**src/vle_pkg.sv**
```systemverilog
// Package for the variable-length long encoder: widths, header constants,
// controller/datapath command and status types. No dependencies.
`default_nettype none

package vle_pkg;

    localparam int VALUE_W   = 64;
    localparam int BYTE_W    = 8;
    localparam int MAX_BYTES = VALUE_W / BYTE_W;
    localparam int CNT_W     = $clog2(MAX_BYTES + 1);
    localparam int IDX_W     = $clog2(MAX_BYTES);

    // Header bases as 8-bit two's complement: -112 and -120
    localparam logic [BYTE_W-1:0] HDR_POS_BASE  = 8'd144;
    localparam logic [BYTE_W-1:0] HDR_NEG_BASE  = 8'd136;
    // Lowest short-form negative value (-112), low byte
    localparam logic [BYTE_W-1:0] SHORT_NEG_MIN = 8'h90;

    typedef struct packed {
        logic load;
        logic emit;
    } vle_cmd_t;

    typedef struct packed {
        logic is_last;
    } vle_status_t;

endpackage

`default_nettype wire

```
**src/vle_if.sv**
```systemverilog
// Valid/ready channel interfaces for values in and encoded bytes out.
// Depends on vle_pkg.
`default_nettype none

interface vle_in_if;
    logic                               valid;
    logic                               ready;
    logic signed [vle_pkg::VALUE_W-1:0] value;

    modport source (output valid, output value, input ready);
    modport sink   (input valid, input value, output ready);
endinterface

interface vle_out_if;
    logic                        valid;
    logic                        ready;
    logic [vle_pkg::BYTE_W-1:0]  out_byte;
    logic                        last;

    modport source (output valid, output out_byte, output last, input ready);
    modport sink   (input valid, input out_byte, input last, output ready);
endinterface

`default_nettype wire

```
**src/vle_datapath.sv**
```systemverilog
// Datapath: captures the value, classifies it, holds the magnitude and
// byte count, and registers each output byte. Depends on vle_pkg.
`default_nettype none

module vle_datapath (
    input  wire                                 clk,
    input  wire                                 rst_n,
    input  wire vle_pkg::vle_cmd_t              cmd,
    input  wire logic signed [vle_pkg::VALUE_W-1:0] value,
    output vle_pkg::vle_status_t                status,
    output logic [vle_pkg::BYTE_W-1:0]          out_byte,
    output logic                                last
);

    logic [vle_pkg::VALUE_W-1:0] raw;
    logic                        negative;
    logic                        is_short;
    logic [vle_pkg::VALUE_W-1:0] mag;
    logic [vle_pkg::CNT_W-1:0]   n_bytes;
    logic [vle_pkg::BYTE_W-1:0]  header;
    logic [vle_pkg::IDX_W-1:0]   idx;
    logic [vle_pkg::BYTE_W-1:0]  sel_byte;

    logic [vle_pkg::VALUE_W-1:0] mag_reg, mag_next;
    logic                        short_reg, short_next;
    logic                        hdr_reg, hdr_next;
    logic [vle_pkg::BYTE_W-1:0]  hdr_byte_reg, hdr_byte_next;
    logic [vle_pkg::CNT_W-1:0]   rem_reg, rem_next;
    logic [vle_pkg::BYTE_W-1:0]  out_byte_reg, out_byte_next;
    logic                        last_reg, last_next;

    always_comb
    begin
        raw      = value;
        negative = raw[vle_pkg::VALUE_W-1];
        is_short = (!negative && (raw[vle_pkg::VALUE_W-1:7] == '0)) ||
                   (negative && (raw[vle_pkg::VALUE_W-1:vle_pkg::BYTE_W] == '1) &&
                    (raw[vle_pkg::BYTE_W-1:0] >= vle_pkg::SHORT_NEG_MIN));
        mag      = negative ? ~raw : raw;
        n_bytes  = '0;
        for (int k = 0; k < vle_pkg::MAX_BYTES; k++)
        begin
            if (mag[k*vle_pkg::BYTE_W +: vle_pkg::BYTE_W] != '0)
                n_bytes = vle_pkg::CNT_W'(k + 1);
        end
        header = (negative ? vle_pkg::HDR_NEG_BASE : vle_pkg::HDR_POS_BASE) -
                 vle_pkg::BYTE_W'(n_bytes);
    end

    always_comb
    begin
        idx      = vle_pkg::IDX_W'(rem_reg - vle_pkg::CNT_W'(1));
        sel_byte = mag_reg[idx*vle_pkg::BYTE_W +: vle_pkg::BYTE_W];
        status.is_last = hdr_reg ? short_reg : (rem_reg == vle_pkg::CNT_W'(1));

        mag_next      = mag_reg;
        short_next    = short_reg;
        hdr_next      = hdr_reg;
        hdr_byte_next = hdr_byte_reg;
        rem_next      = rem_reg;
        out_byte_next = out_byte_reg;
        last_next     = last_reg;

        if (cmd.load)
        begin
            mag_next      = mag;
            short_next    = is_short;
            hdr_next      = 1'b1;
            hdr_byte_next = is_short ? raw[vle_pkg::BYTE_W-1:0] : header;
            rem_next      = n_bytes;
        end
        else if (cmd.emit)
        begin
            last_next = status.is_last;
            if (hdr_reg)
            begin
                out_byte_next = hdr_byte_reg;
                hdr_next      = 1'b0;
            end
            else
            begin
                out_byte_next = sel_byte;
                rem_next      = rem_reg - vle_pkg::CNT_W'(1);
            end
        end
    end

    always_ff @(posedge clk or negedge rst_n)
    begin
        if (!rst_n)
        begin
            hdr_reg <= 1'b0;
            rem_reg <= '0;
        end
        else
        begin
            hdr_reg <= hdr_next;
            rem_reg <= rem_next;
        end
    end

    always_ff @(posedge clk)
    begin
        mag_reg      <= mag_next;
        short_reg    <= short_next;
        hdr_byte_reg <= hdr_byte_next;
        out_byte_reg <= out_byte_next;
        last_reg     <= last_next;
    end

    assign out_byte = out_byte_reg;
    assign last     = last_reg;

endmodule

`default_nettype wire

```
**src/vle_ctrl.sv**
```systemverilog
// Controller: accepts one value, then steps the datapath one byte at a
// time into the output register. Depends on vle_pkg.
`default_nettype none

module vle_ctrl (
    input  wire                        clk,
    input  wire                        rst_n,
    input  wire                        in_valid,
    output logic                       in_ready,
    output logic                       out_valid,
    input  wire                        out_ready,
    input  wire vle_pkg::vle_status_t  status,
    output vle_pkg::vle_cmd_t          cmd
);

    typedef enum logic {
        ST_IDLE,
        ST_SEND
    } state_t;

    state_t state_reg, state_next;
    logic   out_valid_reg, out_valid_next;
    logic   slot_free;

    always_comb
    begin
        slot_free      = !out_valid_reg || out_ready;
        in_ready       = (state_reg == ST_IDLE);
        cmd.load       = 1'b0;
        cmd.emit       = 1'b0;
        state_next     = state_reg;
        out_valid_next = out_valid_reg && !out_ready;

        case (state_reg)
            ST_IDLE:
            begin
                if (in_valid)
                begin
                    cmd.load   = 1'b1;
                    state_next = ST_SEND;
                end
            end
            ST_SEND:
            begin
                if (slot_free)
                begin
                    cmd.emit       = 1'b1;
                    out_valid_next = 1'b1;
                    if (status.is_last)
                        state_next = ST_IDLE;
                end
            end
            default:
            begin
                state_next = ST_IDLE;
            end
        endcase
    end

    always_ff @(posedge clk or negedge rst_n)
    begin
        if (!rst_n)
        begin
            state_reg     <= ST_IDLE;
            out_valid_reg <= 1'b0;
        end
        else
        begin
            state_reg     <= state_next;
            out_valid_reg <= out_valid_next;
        end
    end

    assign out_valid = out_valid_reg;

endmodule

`default_nettype wire

```
**src/varlen_long_encoder.sv**
```systemverilog
// Variable-length long encoder, top level: controller plus datapath.
// Depends on vle_pkg, vle_if, vle_ctrl, vle_datapath.
//
// Usage:
//   value_ch (sink) takes one signed 64-bit value per item. byte_ch
//   (source) gives its zero-compressed encoding, one byte per item,
//   header first then payload most significant first, with last set
//   on the final byte. Values from -112 to 127 give a single byte.
//   The value is captured on acceptance; the header byte then enters the
//   output register once that register is free and shows on byte_ch. An item
//   occupies the block for an accept step plus one emit step per encoded
//   byte, set by the single output byte register.
//   value_ch.ready is high only between values; the next value may be
//   taken while the last byte still waits.
//   A stalled receiver holds the current byte and pauses the encoder.
//   Reset (rst_n low, asynchronous) empties the output and returns the
//   controller to waiting for a value.
`default_nettype none

module varlen_long_encoder (
    input  wire        clk,
    input  wire        rst_n,
    vle_in_if.sink     value_ch,
    vle_out_if.source  byte_ch
);

    vle_pkg::vle_cmd_t    cmd;
    vle_pkg::vle_status_t status;

    vle_ctrl u_ctrl (
        .clk       (clk),
        .rst_n     (rst_n),
        .in_valid  (value_ch.valid),
        .in_ready  (value_ch.ready),
        .out_valid (byte_ch.valid),
        .out_ready (byte_ch.ready),
        .status    (status),
        .cmd       (cmd)
    );

    vle_datapath u_dp (
        .clk      (clk),
        .rst_n    (rst_n),
        .cmd      (cmd),
        .value    (value_ch.value),
        .status   (status),
        .out_byte (byte_ch.out_byte),
        .last     (byte_ch.last)
    );

endmodule

`default_nettype wire

```
**src/flat_wrapper.sv**
```systemverilog
// flat-port wrapper written by rule: the top's interface ports become plain ports
module varlen_long_encoder_flat 
  (clk, rst_n, value_ch_valid, value_ch_value, value_ch_ready, byte_ch_valid, byte_ch_out_byte, byte_ch_last, byte_ch_ready);
  vle_in_if value_ch_i ();
  vle_out_if byte_ch_i ();
  input  wire clk;
  input  wire rst_n;
  input wire logic [$bits(value_ch_i.valid)-1:0] value_ch_valid;
  input wire logic [$bits(value_ch_i.value)-1:0] value_ch_value;
  output wire logic [$bits(value_ch_i.ready)-1:0] value_ch_ready;
  output wire logic [$bits(byte_ch_i.valid)-1:0] byte_ch_valid;
  output wire logic [$bits(byte_ch_i.out_byte)-1:0] byte_ch_out_byte;
  output wire logic [$bits(byte_ch_i.last)-1:0] byte_ch_last;
  input wire logic [$bits(byte_ch_i.ready)-1:0] byte_ch_ready;
  assign value_ch_i.valid = value_ch_valid;
  assign value_ch_i.value = value_ch_value;
  assign value_ch_ready = value_ch_i.ready;
  assign byte_ch_valid = byte_ch_i.valid;
  assign byte_ch_out_byte = byte_ch_i.out_byte;
  assign byte_ch_last = byte_ch_i.last;
  assign byte_ch_i.ready = byte_ch_ready;
  varlen_long_encoder u_core (.clk(clk), .rst_n(rst_n), .value_ch(value_ch_i), .byte_ch(byte_ch_i));
endmodule
```
**config.mk**
```make
export PLATFORM = sky130hd
export DESIGN_NAME = varlen_long_encoder_flat
export DESIGN_NICKNAME = d
export VERILOG_FILES = /design/src/vle_pkg.sv /design/src/vle_if.sv /design/src/vle_datapath.sv /design/src/vle_ctrl.sv /design/src/varlen_long_encoder.sv /design/src/flat_wrapper.sv
export SDC_FILE = /design/constraint.sdc
export NUM_CORES = 1
export LEC_CHECK = 0
export CAP_MARGIN = 20
export CORE_ASPECT_RATIO = 1.2
export CORE_MARGIN = 5
export CORE_UTILIZATION = 55
export CTS_BUF_LIST = sky130_fd_sc_hd__clkbuf_2 sky130_fd_sc_hd__clkbuf_4 sky130_fd_sc_hd__clkbuf_8
export CTS_CLUSTER_DIAMETER = 200
export DETAILED_ROUTE_END_ITERATION = 10
export DONT_BUFFER_PORTS = 1
export GPL_ROUTABILITY_DRIVEN = 0
export PLACE_DENSITY = 0.78
export SYNTH_ARGS = -nofsm -noshare
export SYNTH_HDL_FRONTEND = slang
export SYNTH_SLANG_ARGS = --single-unit
```
**constraint.sdc**
```tcl
create_clock -name clk -period 6.9 [get_ports clk]
set_clock_uncertainty 0.2 [all_clocks]
set_input_delay 0.345 -clock clk [delete_from_list [all_inputs] [get_ports clk]]
set_output_delay 0.345 -clock clk [all_outputs]
set_load 0.01 [all_outputs]
```
# Yosys cells after proc, flatten, opt, wreduce, memory -nomap -nowiden
# Cells that the tools add are included.
# word_totals
wordCells	67
regBits	89
inputBits	68
out_inout_bits	11
# op_classes
add_sub_neg	2
n_reduce_logical	21
n_lt_le_gt_ge	1
n_eq_ne	3
n_mux	27
shifts	1
bitwise_logic	3
# op_table
cell	count
64-bit two-way mux	1
64-bit NOT	1
8-bit nonzero test	8
64-bit by 7-bit variable part select with 8-bit output	1
57-bit zero test	1
56-bit equality test (second input constant)	1
4-bit two-way mux	9
8-bit two-way mux	2
1-bit two-way mux	12
8-bit greater-or-equal comparator (second input constant)	1
8-bit by 4-bit subtractor with 8-bit output	1
5-bit two-way mux	1
4-bit by 1-bit equality test with 1-bit output (second input constant)	1
1-bit logical AND	4
2-bit AND reduction	2
4-bit by 1-bit subtractor with 4-bit output (second input constant)	1
1-bit zero test	3
1-bit logical OR	2
2-bit two-way mux	1
2-bit by 1-bit != test with 1-bit output (second input constant)	1
1-bit NOT	2
1-bit one-hot mux with 2 select lines	1
2-bit nonzero test	1

# Longest topological paths before layout
# Gate-level depths: netlist (run 1).
# depth
ltp_word	13
depth_mapped	12
ltp_nobuf	10

# Cells and area by module
# Synthesis (run 1) repeated with hierarchy kept, for this count alone.
# unflattened
hier_cells	349
area_unflattened_um2	4753.3
# by_module_without_submodules
mod	area_each_um2	seq_area_each_um2	cells_each	instances
vle_datapath	4658.2	2557.5	340	1
vle_ctrl	95.1	50.0	9	1

# Worst setup path after synthesis (run 1)
# Ideal clock, no wire load.
# synth_path
path_kind	register to register
start	register u_core.u_dp.rem_reg[0] (netlist name)
end	register u_core.u_dp.out_byte_reg, in the netlist u_core.u_dp.out_byte[6], data pin
slack_ns	3.752
arrival_time_ns	2.678
t_required_ns	6.431
setup_ns	0.269
path_stages_with_launch	10
period_less_slack_ns	3.148
n_path_buf	4
cell_sequence	dfrtp_1 clkbuf_1 buf_2 inv_1 ha_1 clkbuf_1 buf_1 mux4_2 mux2i_1 o21ai_0
# synth_via
elab_chain_len	3
# synth_lines
item	line_no	source
from (decl)	vle_datapath.sv:28	logic [vle_pkg::CNT_W-1:0] rem_reg, rem_next;
from (signal assigned)	vle_datapath.sv:98	rem_reg <= rem_next;
4-bit by 1-bit subtractor with 4-bit output	-	
64-bit by 7-bit variable part select with 8-bit output	vle_datapath.sv:53	sel_byte = mag_reg[idx*vle_pkg::BYTE_W +: vle_pkg::BYTE_W];
8-bit two-way mux	vle_datapath.sv:75	if (hdr_reg)
to (signal assigned)	vle_datapath.sv:107	out_byte_reg <= out_byte_next;
to (decl)	vle_datapath.sv:29	logic [vle_pkg::BYTE_W-1:0] out_byte_reg, out_byte_next;
# Every way passes these cells.
# A chain may end at the register's enable or synchronous reset.

# Final worst setup path (run 1)
# layout_path
start	input port value_ch_value[56]
end	register u_core.u_dp.hdr_byte_reg[4] (netlist name), data pin
# layout_via
elab_chain_len	6
word_cells_on_any_way	12
cone_classes	1 x add/sub; 1 x eq/ne; 3 x mux; 1 x bitwise; 6 x reduce/logical
# layout_lines
item	line_no	source
from (decl)	flat_wrapper.sv:9	input wire logic [$bits(value_ch_i.value)-1:0] value_ch_value;
64-bit NOT	vle_datapath.sv:39	mag = negative ? ~raw : raw;
64-bit two-way mux *	vle_datapath.sv:39	
net u_core.u_dp.mag (one bit)	vle_datapath.sv:18	logic [vle_pkg::VALUE_W-1:0] mag;
8-bit nonzero test *	vle_datapath.sv:43	if (mag[k*vle_pkg::BYTE_W +: vle_pkg::BYTE_W] != '0)
4-bit two-way mux *	vle_datapath.sv:43	
8-bit by 4-bit subtractor with 8-bit output *	vle_datapath.sv:46	header = (negative ? vle_pkg::HDR_NEG_BASE : vle_pkg::HDR_POS_BASE) -
8-bit two-way mux *	vle_datapath.sv:69	hdr_byte_next = is_short ? raw[vle_pkg::BYTE_W-1:0] : header;
to (signal assigned)	vle_datapath.sv:106	hdr_byte_reg <= hdr_byte_next;
to (decl)	vle_datapath.sv:27	logic [vle_pkg::BYTE_W-1:0] hdr_byte_reg, hdr_byte_next;
# Mark *: on every way through the listed nets, which the timed path passes. The rest lies on a longest branch.

==> flow_summary.yaml, run 1 <==
finish:
  largest_reg_flops: 63
  n_antenna_cell: 0
  drive_gt1_share_pct: 12.3
  nets: 485
  fillers: 587
  fin_cells: 533
  area_delta_synth_final_pct: 19.8
timing:
  tns_ps: 0
  rsz0062_at_grt: "no"
  slew_headroom_pct: 32.1
  period_share_pct: 47.3
  maxSlewViolCount: 0
  setup_viol: 0
  fmax_mhz: 307
  hold_violations: 0
  worst_pin_slew_ps: 1010
  min_period_ps: 3260
floorplanning:
  die_area_um2: 10500
  die-height_um: 112
  floorplan.initialDensity_pct: 55.7
  chipWidth_um: 94.6
  design.core.area_um2: 8470
  ioPinCount: 79
  rows: 37
worst_hold_path:
  min_path_type: "in2reg"
  hp-start: "value_ch_value[57]"
place:
  port_buffers: 0
  placedCellCount: 453
  hpwlAfterDp_um: 8600
clock_network:
  root_buffer: "clkbuf_8"
  cts_tree: "yes"
  clock_sinks: 88
  clk_pin_slew_ps: 90
  postCtsResizedCells: 0
  clkLatencyLatePin_ps: 360
  h-tree-depth: 3
  numCtsBuffers: 9
  cts_buffer_depth: 2
setup_path:
  crit_slowest_cell: "dlygate4sd3_1"
  criticalPathCategory: "in2reg"
  reg2reg_from: "u_core.u_dp.rem_reg[0]"
  crit_buf_inv: 1
  cp_max_fo: 7
  crit_path_end_kind: "flip-flop"
  critical_path_arrival_ps: 3300
  path_cells: "dlygate4sd3_1, xor2_1, or4_1, a21oi_2, o21ai_0, ha_1, nor2b_1, o311a_1, nand3_1"
  crit_start: "value_ch_value[56]"
  critPathRequiredTime_ps: 6930
  path_delay_family: "compound AO/OA/AOI/OAI gates"
  start_kind: "input port"
  max_stage_delay_ps: 560
drt:
  drt-initial-drc-count: 298
  drtAntennaViolNets: 0
  avgViaCountPerCell: 6.29
  drt_wl_total_um: 12500
  routed-via-count: 3355
  wl_per_cell_um: 23.5
  drc: 0
  dr.pass1.iters: 5
synth:
  async_flop_share_pct: 7.95
  synth_edf_count: 81
  yosysTopAreaCellShare_pct: 51.5
  ys.flop_type: "edfxtp_1"
  synth.avg_cell_area_um2: 13.4
  synth.net_count: 426
  ys.warnings.count: 0
  synth_commonest_cells: "edfxtp_1, xor2_1, nand2_1"
  ys_seq_area_share_pct: 55.2
  yosysMostFrequentCell: "edfxtp_1"
  ys_top_cells_by_area: "edfxtp_1, xor2_1, mux4_2"
  yosysTopAreaCell: "edfxtp_1"
  synthCells: 352
  ys_ff_latch: 88
  yosysUniqueCellTypes: 51
  syn_area_um2: 4720
global_route:
  met1_usage_pct: 30.2
  met3_usage_pct: 4.46
  grt_busiest_layer: "met2"
  grt_pass1_vias: 3475
  grt_max_degree: 83
  antenna_found_initial: 0
  grt_pass1_wl_um: 19300
  overflow: 0
  met2_usage_pct: 42.7
  track_usage_pct: 25.0
pwr:
  ir_drop_mv: 0.174
  cellLeakagePower_uw: 0.00194
  power.density_nw_per_um2: 302
flow_run:
  drv_cap: 0
outcome:
  status: "complete, no violations"
[final timing paths]
path                                          endpoint  slack [ps]  cells past startpoint
setup / recovery           u_core.u_dp.hdr_byte_reg[4]        3640                      9
hold / removal                 u_core.u_dp.mag_reg[57]           8                      1
setup reg to reg               u_core.u_dp.out_byte[3]        3680                      5
min in group asynchronous       u_core.u_dp.rem_reg[2]         110                      1
max in group asynchronous       u_core.u_dp.rem_reg[3]        6140                      1
hold reg to reg                u_core.u_dp.out_byte[2]         350                      2
[routing by layer]
metal  part of all wire, %  wire [um]  vias to the layer above
met2                    52       6540                      193
met5                     0          0                        -
met3                   7.3        916                       34
li1                      -          -                     1468
met4                   4.2        532                        0
met1                    36       4560                     1660
[timing repair]
| item | 4_1_cts | 5_1_grt |
|---|---|---|
| hold endpoints to repair | 75 | 1 |
| hold buffers | 63 | 1 |
| buffers inserted | 0 | 0 |
[worst register-to-register path: stages (launching register included)]
cell     delay, ps
dfrtp_1        990
inv_1          260
ha_1           830
mux4_2         420
mux2i_1        150
o21ai_0         90
[final cells by class]
class                   count  area [um^2]  area share [%]
clock inverters             5         80.1            1.42
inverters                  11         41.3           0.730
flip-flops and latches     88         2610            46.1
clock buffers              11          145            2.57
well taps                 117          146            2.59
multi-input cells         236         1990            35.2
repair buffers             65          648            11.5
[placed cells by master, fill, tap and decap left out, types with 5 or more instances in the layout]
master and n:
nor2_1 9, mux2i_1 9, nor4_1 9, ha_1 6, edfxtp_1 81, o22ai_1 5
clkbuf_8 10, or4_1 11, inv_1 10, nand2_1 18, o21ai_0 16, nand4_1 14
nor3_1 11, dfrtp_1 7, xor2_1 64, dlygate4sd3_1 64, mux4_2 15
[cell families after synthesis]
group	count (synthesis)	share of synthesized area, %
AOI/OAI and AO/OA	37	5.54
xor gates and xnor gates	65	12.1
adders and majority gates	6	1.59
buffers and inverters	28	2.65
DFF	88	55.2
muxes	27	9.78
and+or+nand+nor	101	13.2
[report_power, final]
group	leakage (uW)	switching, uW	total, uW	internal [uW]
clock	0.000109	186	404	217
combinational	0.00101	218	468	250
sequential	0.000825	108	840	732
[per-stage QoR]
stage	hold WS, ps	util [%]	instance area [um^2]	worst slack, ps	total power [uW]
3_5_place_dp	-150	56.6	4790	3580	1280
5_1_grt	2.98	66.8	5660	3360	1800
4_1_cts	0.0263	66.7	5650	3620	1710
2_1_floorplan	-151	-	4720	3750	1190
3_3_place_gp	-150	56.6	4790	3610	1260
6_report	7.71	66.8	5660	3640	1710
(Power assumes the default switching activity.)
==> inputs of run 2 (changes only) <==
--- a/config.mk
+++ b/config.mk
@@ -5,6 +5,7 @@
 export SDC_FILE = /design/constraint.sdc
 export NUM_CORES = 1
 export LEC_CHECK = 0
+export ABC_AREA = 1
 export CAP_MARGIN = 20
 export CORE_ASPECT_RATIO = 1.2
 export CORE_MARGIN = 5
@@ -14,7 +15,7 @@
 export DETAILED_ROUTE_END_ITERATION = 10
 export DONT_BUFFER_PORTS = 1
 export GPL_ROUTABILITY_DRIVEN = 0
-export PLACE_DENSITY = 0.78
+export PLACE_DENSITY = 0.81
 export SYNTH_ARGS = -nofsm -noshare
 export SYNTH_HDL_FRONTEND = slang
 export SYNTH_SLANG_ARGS = --single-unit
==> constraint.sdc (replaced) <==
create_clock -name clk -period 2.95 [get_ports clk]
set_clock_uncertainty 0.2 [all_clocks]
set_input_delay 0.1475 -clock clk [delete_from_list [all_inputs] [get_ports clk]]
set_output_delay 0.1475 -clock clk [all_outputs]
set_load 0.01 [all_outputs]
==> flow_summary.yaml, run 2 <==
outcome:
  status: "complete, no violations"
global_route:
  grt_pass1_wl_um: 23100
  overflow: 0
  grt_max_degree: 58
  antenna_found_initial: 0
  grt_pass1_vias: 4655
  track_usage_pct: 28.2
floorplanning:
  rows: 37
  floorplan.initialDensity_pct: 57.0
  ioPinCount: 79
  die-height_um: 114
  chipWidth_um: 96.4
  design.core.area_um2: 8660
  die_area_um2: 11000
clock_network:
  numCtsBuffers: 9
  clkLatencyLatePin_ps: 360
  cts_buffer_depth: 2
  root_buffer: "clkbuf_8"
  cts_tree: "yes"
  h-tree-depth: 3
  clk_pin_slew_ps: 80
  clock_sinks: 88
  cts_setup_buffers: 0
synth:
  ys.warnings.count: 0
  ys_seq_area_share_pct: 52.9
  yosysTopAreaCell: "edfxtp_1"
  synth_compound_area_share_pct: 6.57
  ys_ff_latch: 88
  synth_fa_ha_area_share_pct: 1.52
  synth_xor_area_share_pct: 7.46
  synth_mux_area_share_pct: 3.04
  syn_area_um2: 4930
  yosysMostFrequentCell: "nand2_1"
  synth_top_family_by_area: "simple AND/OR/NAND/NOR gates"
  ys.flop_type: "edfxtp_1"
  synthCells: 521
  yosysUniqueCellTypes: 28
  ys_top_cells_by_area: "edfxtp_1, nand2_1, xor2_1"
  synth.avg_cell_area_um2: 9.47
  synthSimpleGateAreaFrac_pct: 21.7
  synth_edf_count: 81
  async_flop_share_pct: 7.95
  yosysTopAreaCellShare_pct: 49.3
  synth.net_count: 595
  synth_commonest_cells: "nand2_1, edfxtp_1, inv_1"
timing:
  worst_pin_slew_ps: 787
  fmax_mhz: 363
  period_share_pct: 93.3
  min_period_ps: 2750
  tns_ps: 0
  slew_headroom_pct: 47.6
  hold_violations: 0
  setup_viol: 0
  holdWs_ps: 50.9
  rsz0062_at_grt: "no"
  maxSlewViolCount: 0
setup_path:
  cp_max_fo: 7
  reg2reg_from: "u_core.u_dp.rem_reg[0]"
  max_stage_delay_ps: 540
  path_delay_family: "simple AND/OR/NAND/NOR gates"
  start_kind: "input port"
  criticalPathCategory: "in2reg"
  crit_slowest_cell: "dlygate4sd3_1"
  crit_start: "value_ch_value[62]"
  r2r-end: "u_core.u_dp.out_byte[1]"
  path_cells: "dlygate4sd3_1, ha_1, inv_1, nand4_1, nor4_4, inv_1, ha_1, inv_1, nand3_2, nand2_1, nand2_1, nand3_1, o21ai_0"
  cp.depth: 13
  critical_path_arrival_ps: 2650
  cpMostUsedCell: "inv_1"
  endpoint: "u_core.u_dp.hdr_byte_reg[4]"
  critPathRequiredTime_ps: 2850
  r2r_slack_ps: 540
  crit_buf_inv: 4
  crit_path_end_kind: "flip-flop"
  rr_worst_depth: 6
drt:
  drt_wl_total_um: 15000
  dr.pass1.iters: 7
  drtAntennaViolNets: 0
  drt-initial-drc-count: 432
  avgViaCountPerCell: 5.88
  wl_per_cell_um: 19.7
  drc: 0
  routed-via-count: 4483
place:
  port_buffers: 0
  hpwlAfterDp_um: 8940
  dpl-instance-area_um2: 5030
finish:
  final_util_pct: 74.5
  n_antenna_cell: 0
  largest_reg_flops: 63
  area_delta_synth_final_pct: 30.8
  final_area_um2: 6450
  nets: 715
  layout_commonest_cell: "nand2_1"
  layout_common_cells: "nand2_1, dlygate4sd3_1, edfxtp_1"
  drive_gt1_share_pct: 4.64
pwr:
  cellLeakagePower_uw: 0.00261
  sw_frac_of_total_pct: 36.2
  clkPwrFrac_pct: 20.3
  switching_power_uw: 1630
  ir_drop_mv: 0.466
  seqPwrFrac_pct: 41.1
  combPwrFrac_pct: 38.5
  power.density_nw_per_um2: 697
  intPower_uw: 2870
flow_run:
  drv_cap: 0
worst_hold_path:
  min_path_type: "in2reg"
run 2: cell count changes in the layout (fill, tap and decap cells not counted), sizes merged, moves of 8 or more:
cell / before / now
xor2: 64 / 32
mux4: 15 / 0
nor4: 10 / 18
nor2: 9 / 47
inv: 11 / 58
nor3: 16 / 2
nand3: 2 / 19
o21ai: 16 / 28
o221ai: 1 / 19
or4: 13 / 0
nand4: 14 / 24
dlygate4sd3: 64 / 118
xnor2: 1 / 10
nand2: 18 / 131
run 2: area by class of cell:
cell class	instances	area, um^2
repair buffers	127	1260
clock buffers	10	131
clock inverters	6	83.8
inverters	60	225
fillers	536	2210
flip-flops and latches	88	2610
multi-input cells	355	2000
well taps	117	146
run 2: stage by stage:
step	setup WS, ps	instances	total power, uW
6_report	197	763	4490
3_5_place_dp	433	627	3360
3_3_place_gp	567	627	3300
5_1_grt	55.1	763	4710
2_1_floorplan	284	521	2910
4_1_cts	12.2	763	4440
run 2: worst min-delay path by stage:
stage | start | to | cells after the start
floorplan | rst_n | u_core.u_ctrl.out_valid | 0
global placement | rst_n | u_core.u_dp.rem_reg[3] | 0
detailed placement | rst_n | u_core.u_dp.rem_reg[3] | 0
CTS | value_ch_value[63] | u_core.u_dp.hdr_byte_reg[6] | 3
global route | value_ch_value[63] | u_core.u_dp.hdr_byte_reg[6] | 3
finish | value_ch_value[63] | u_core.u_dp.hdr_byte_reg[6] | 3
run 2: power groups by stage:
stage	logic (uW)	registers (uW)	clock network [uW]
floorplan	1070	1830	0
global placement	1430	1870	0
detailed placement	1490	1880	0
CTS	1690	1850	905
global route	1880	1870	959
finish	1730	1850	914
run 2: cell families (layout without fill, tap and decap cells):
family | after synthesis | count (layout)
and+or+nand+nor | 242 | 242
adders and majority gates | 6 | 6
AOI/OAI and AO/OA | 50 | 50
xor gates and xnor gates | 42 | 42
buffers and inverters | 78 | 203
DFF | 88 | 88
muxes | 15 | 15
run 2: what timing repair did:
action                                  CTS  global route
hold endpoints to repair                 80             0
endpoints found under the setup margin    0             2
resized for setup                         0             3
hold buffers                            120             0
run 2: worst min-delay path, stage by stage:
cell and delay (ps):
ha_1 150, o21ai_1 70, o21ai_1 110
run 2: per-layer routing:
metal | track usage (%) | up-vias | wire length [um]
met1 | 32.4 | 2120 | 5310
met2 | 49.6 | 279 | 7820
li1 | - | 2033 | -
met4 | 13.3 | 0 | 624
met5 | 0 | - | 0
met3 | 5.67 | 51 | 1300
==> inputs of run 3 (changes only) <==
--- a/config.mk
+++ b/config.mk
@@ -9,13 +9,14 @@
 export CAP_MARGIN = 20
 export CORE_ASPECT_RATIO = 1.2
 export CORE_MARGIN = 5
-export CORE_UTILIZATION = 55
+export CORE_UTILIZATION = 45
 export CTS_BUF_LIST = sky130_fd_sc_hd__clkbuf_2 sky130_fd_sc_hd__clkbuf_4 sky130_fd_sc_hd__clkbuf_8
 export CTS_CLUSTER_DIAMETER = 200
 export DETAILED_ROUTE_END_ITERATION = 10
 export DONT_BUFFER_PORTS = 1
 export GPL_ROUTABILITY_DRIVEN = 0
-export PLACE_DENSITY = 0.81
+export PLACE_DENSITY = 0.7
 export SYNTH_ARGS = -nofsm -noshare
 export SYNTH_HDL_FRONTEND = slang
 export SYNTH_SLANG_ARGS = --single-unit
+export TNS_END_PERCENT = 10
==> flow_summary.yaml, run 3 (same netlist as run 2, synthesis figures left out) <==
pwr:
  finalPower_uw: 4240
  cellLeakagePower_uw: 0.00237
  clkPwrFrac_pct: 18.1
  sw_frac_of_total_pct: 38.6
  seqPwrFrac_pct: 43.4
  intPower_uw: 2600
  switching_power_uw: 1640
  power.density_nw_per_um2: 713
  combPwrFrac_pct: 38.5
  ir_drop_mv: 0.335
timing:
  worst_pin_slew_ps: 529
  maxSlewViolCount: 0
  slew_headroom_pct: 64.4
  min_period_ps: 2600
  tns_ps: 0
  rsz0062_at_grt: "no"
  period_share_pct: 88.2
  setup_viol: 0
  hold_violations: 0
  fmax_mhz: 384
global_route:
  antenna_found_initial: 0
  overflow: 0
  grt_max_degree: 62
  grt_pass1_vias: 4044
  grt_pass1_wl_um: 20900
  track_usage_pct: 20.3
floorplanning:
  floorplan.initialDensity_pct: 45.3
  die-height_um: 125
  rows: 42
  die_area_um2: 13200
  chipWidth_um: 106
  design.core.area_um2: 10900
  ioPinCount: 79
finish:
  drive_gt1_share_pct: 4.87
  layout_common_cells: "nand2_1, edfxtp_1, dlygate4sd3_1"
  n_antenna_cell: 0
  area_delta_synth_final_pct: 20.5
  fillers: 883
  final_util_pct: 54.6
  largest_reg_flops: 63
  fin_cells: 728
  nets: 665
  layout_commonest_cell: "nand2_1"
drt:
  wl_per_cell_um: 18.2
  avgViaCountPerCell: 5.61
  routed-via-count: 4085
  drt_wl_total_um: 13300
  drtAntennaViolNets: 0
  drt-initial-drc-count: 409
  dr.pass1.iters: 6
  drc: 0
worst_hold_path:
  hold-path-cell-count: 3
  min_path_type: "in2reg"
setup_path:
  start_kind: "input port"
  critPathRequiredTime_ps: 2870
  critical_path_arrival_ps: 2520
  cp_max_fo: 7
  rr_worst_depth: 7
  criticalPathCategory: "in2reg"
  crit_path_end_kind: "flip-flop"
clock_network:
  root_buffer: "clkbuf_8"
  clk_pin_slew_ps: 90
  numCtsBuffers: 9
  clock_sinks: 88
  clkLatencyLatePin_ps: 370
  cts_setup_buffers: 0
  h-tree-depth: 3
  cts_tree: "yes"
  cts_buffer_depth: 2
place:
  hpwlAfterDp_um: 8950
  placedCellCount: 641
  port_buffers: 0
flow_run:
  drv_cap: 0
outcome:
  status: "complete, no violations"
## run 3: cell type report
type	count	area [um^2]	area share (%)
clock inverters	7	53.8	0.905
flip-flops and latches	88	2610	43.9
inverters	60	225	3.79
repair buffers	77	773	13.0
multi-input cells	355	1990	33.6
well taps	132	165	2.78
clock buffers	9	124	2.08
## run 3: worst max-delay path: stages
cell and delay [ps]:
dlygate4sd3_1 540, ha_1 310, inv_1 60, nand4_1 150, nor4_4 430, inv_1 120
ha_1 310, inv_1 90, nand3_2 100, nand2_1 70, nand2_1 40, nand3_1 80
o21ai_0 70
## run 3: power by group through the flow
stage               registers (uW)  logic [uW]  clock network (uW)
detailed placement            1870        1490                   0
floorplan                     1830        1070                   0
global route                  1870        1790                 835
finish                        1840        1630                 766
CTS                           1850        1610                 775
global placement              1870        1470                   0
## run 3: final timing paths
path	startpoint	slack, ps	to
worst min register to register	u_core.u_dp.hdr_byte_reg[1]	320	u_core.u_dp.out_byte[1]
worst max register to register	u_core.u_dp.rem_reg[1]	740	u_core.u_dp.out_byte[0]
worst max-delay path	value_ch_value[62]	350	u_core.u_dp.hdr_byte_reg[4]
min in group asynchronous	rst_n	440	u_core.u_ctrl.state_reg
worst min-delay path	value_ch_value[63]	10	u_core.u_dp.hdr_byte_reg[6]
max in group asynchronous	rst_n	1850	u_core.u_dp.rem_reg[0]
## run 3: metrics by stage
step / area (um^2) / setup slack (ps) / hold slack (ps)
2_1_floorplan: 4940 / 284 / -348
3_3_place_gp: 5040 / 653 / -348
3_5_place_dp: 5040 / 555 / -348
4_1_cts: 5940 / 405 / 1.18
5_1_grt: 5940 / 147 / 32.1
6_report: 5940 / 348 / 12.6
## run 3: what timing repair did
action	in CTS	in global routing
hold buffers	71	0
resized for setup	0	0
endpoints found under the setup margin	0	0
hold endpoints to repair	82	0
## run 3: per-layer routing
layer / routed length, um / track usage, % / vias to the layer above
met4: 358 / 7.93 / 0
met1: 5560 / 26.5 / 1908
met3: 905 / 4.04 / 34
li1: - / - / 1935
met2: 6450 / 33.0 / 208
met5: 0 / 0 / -
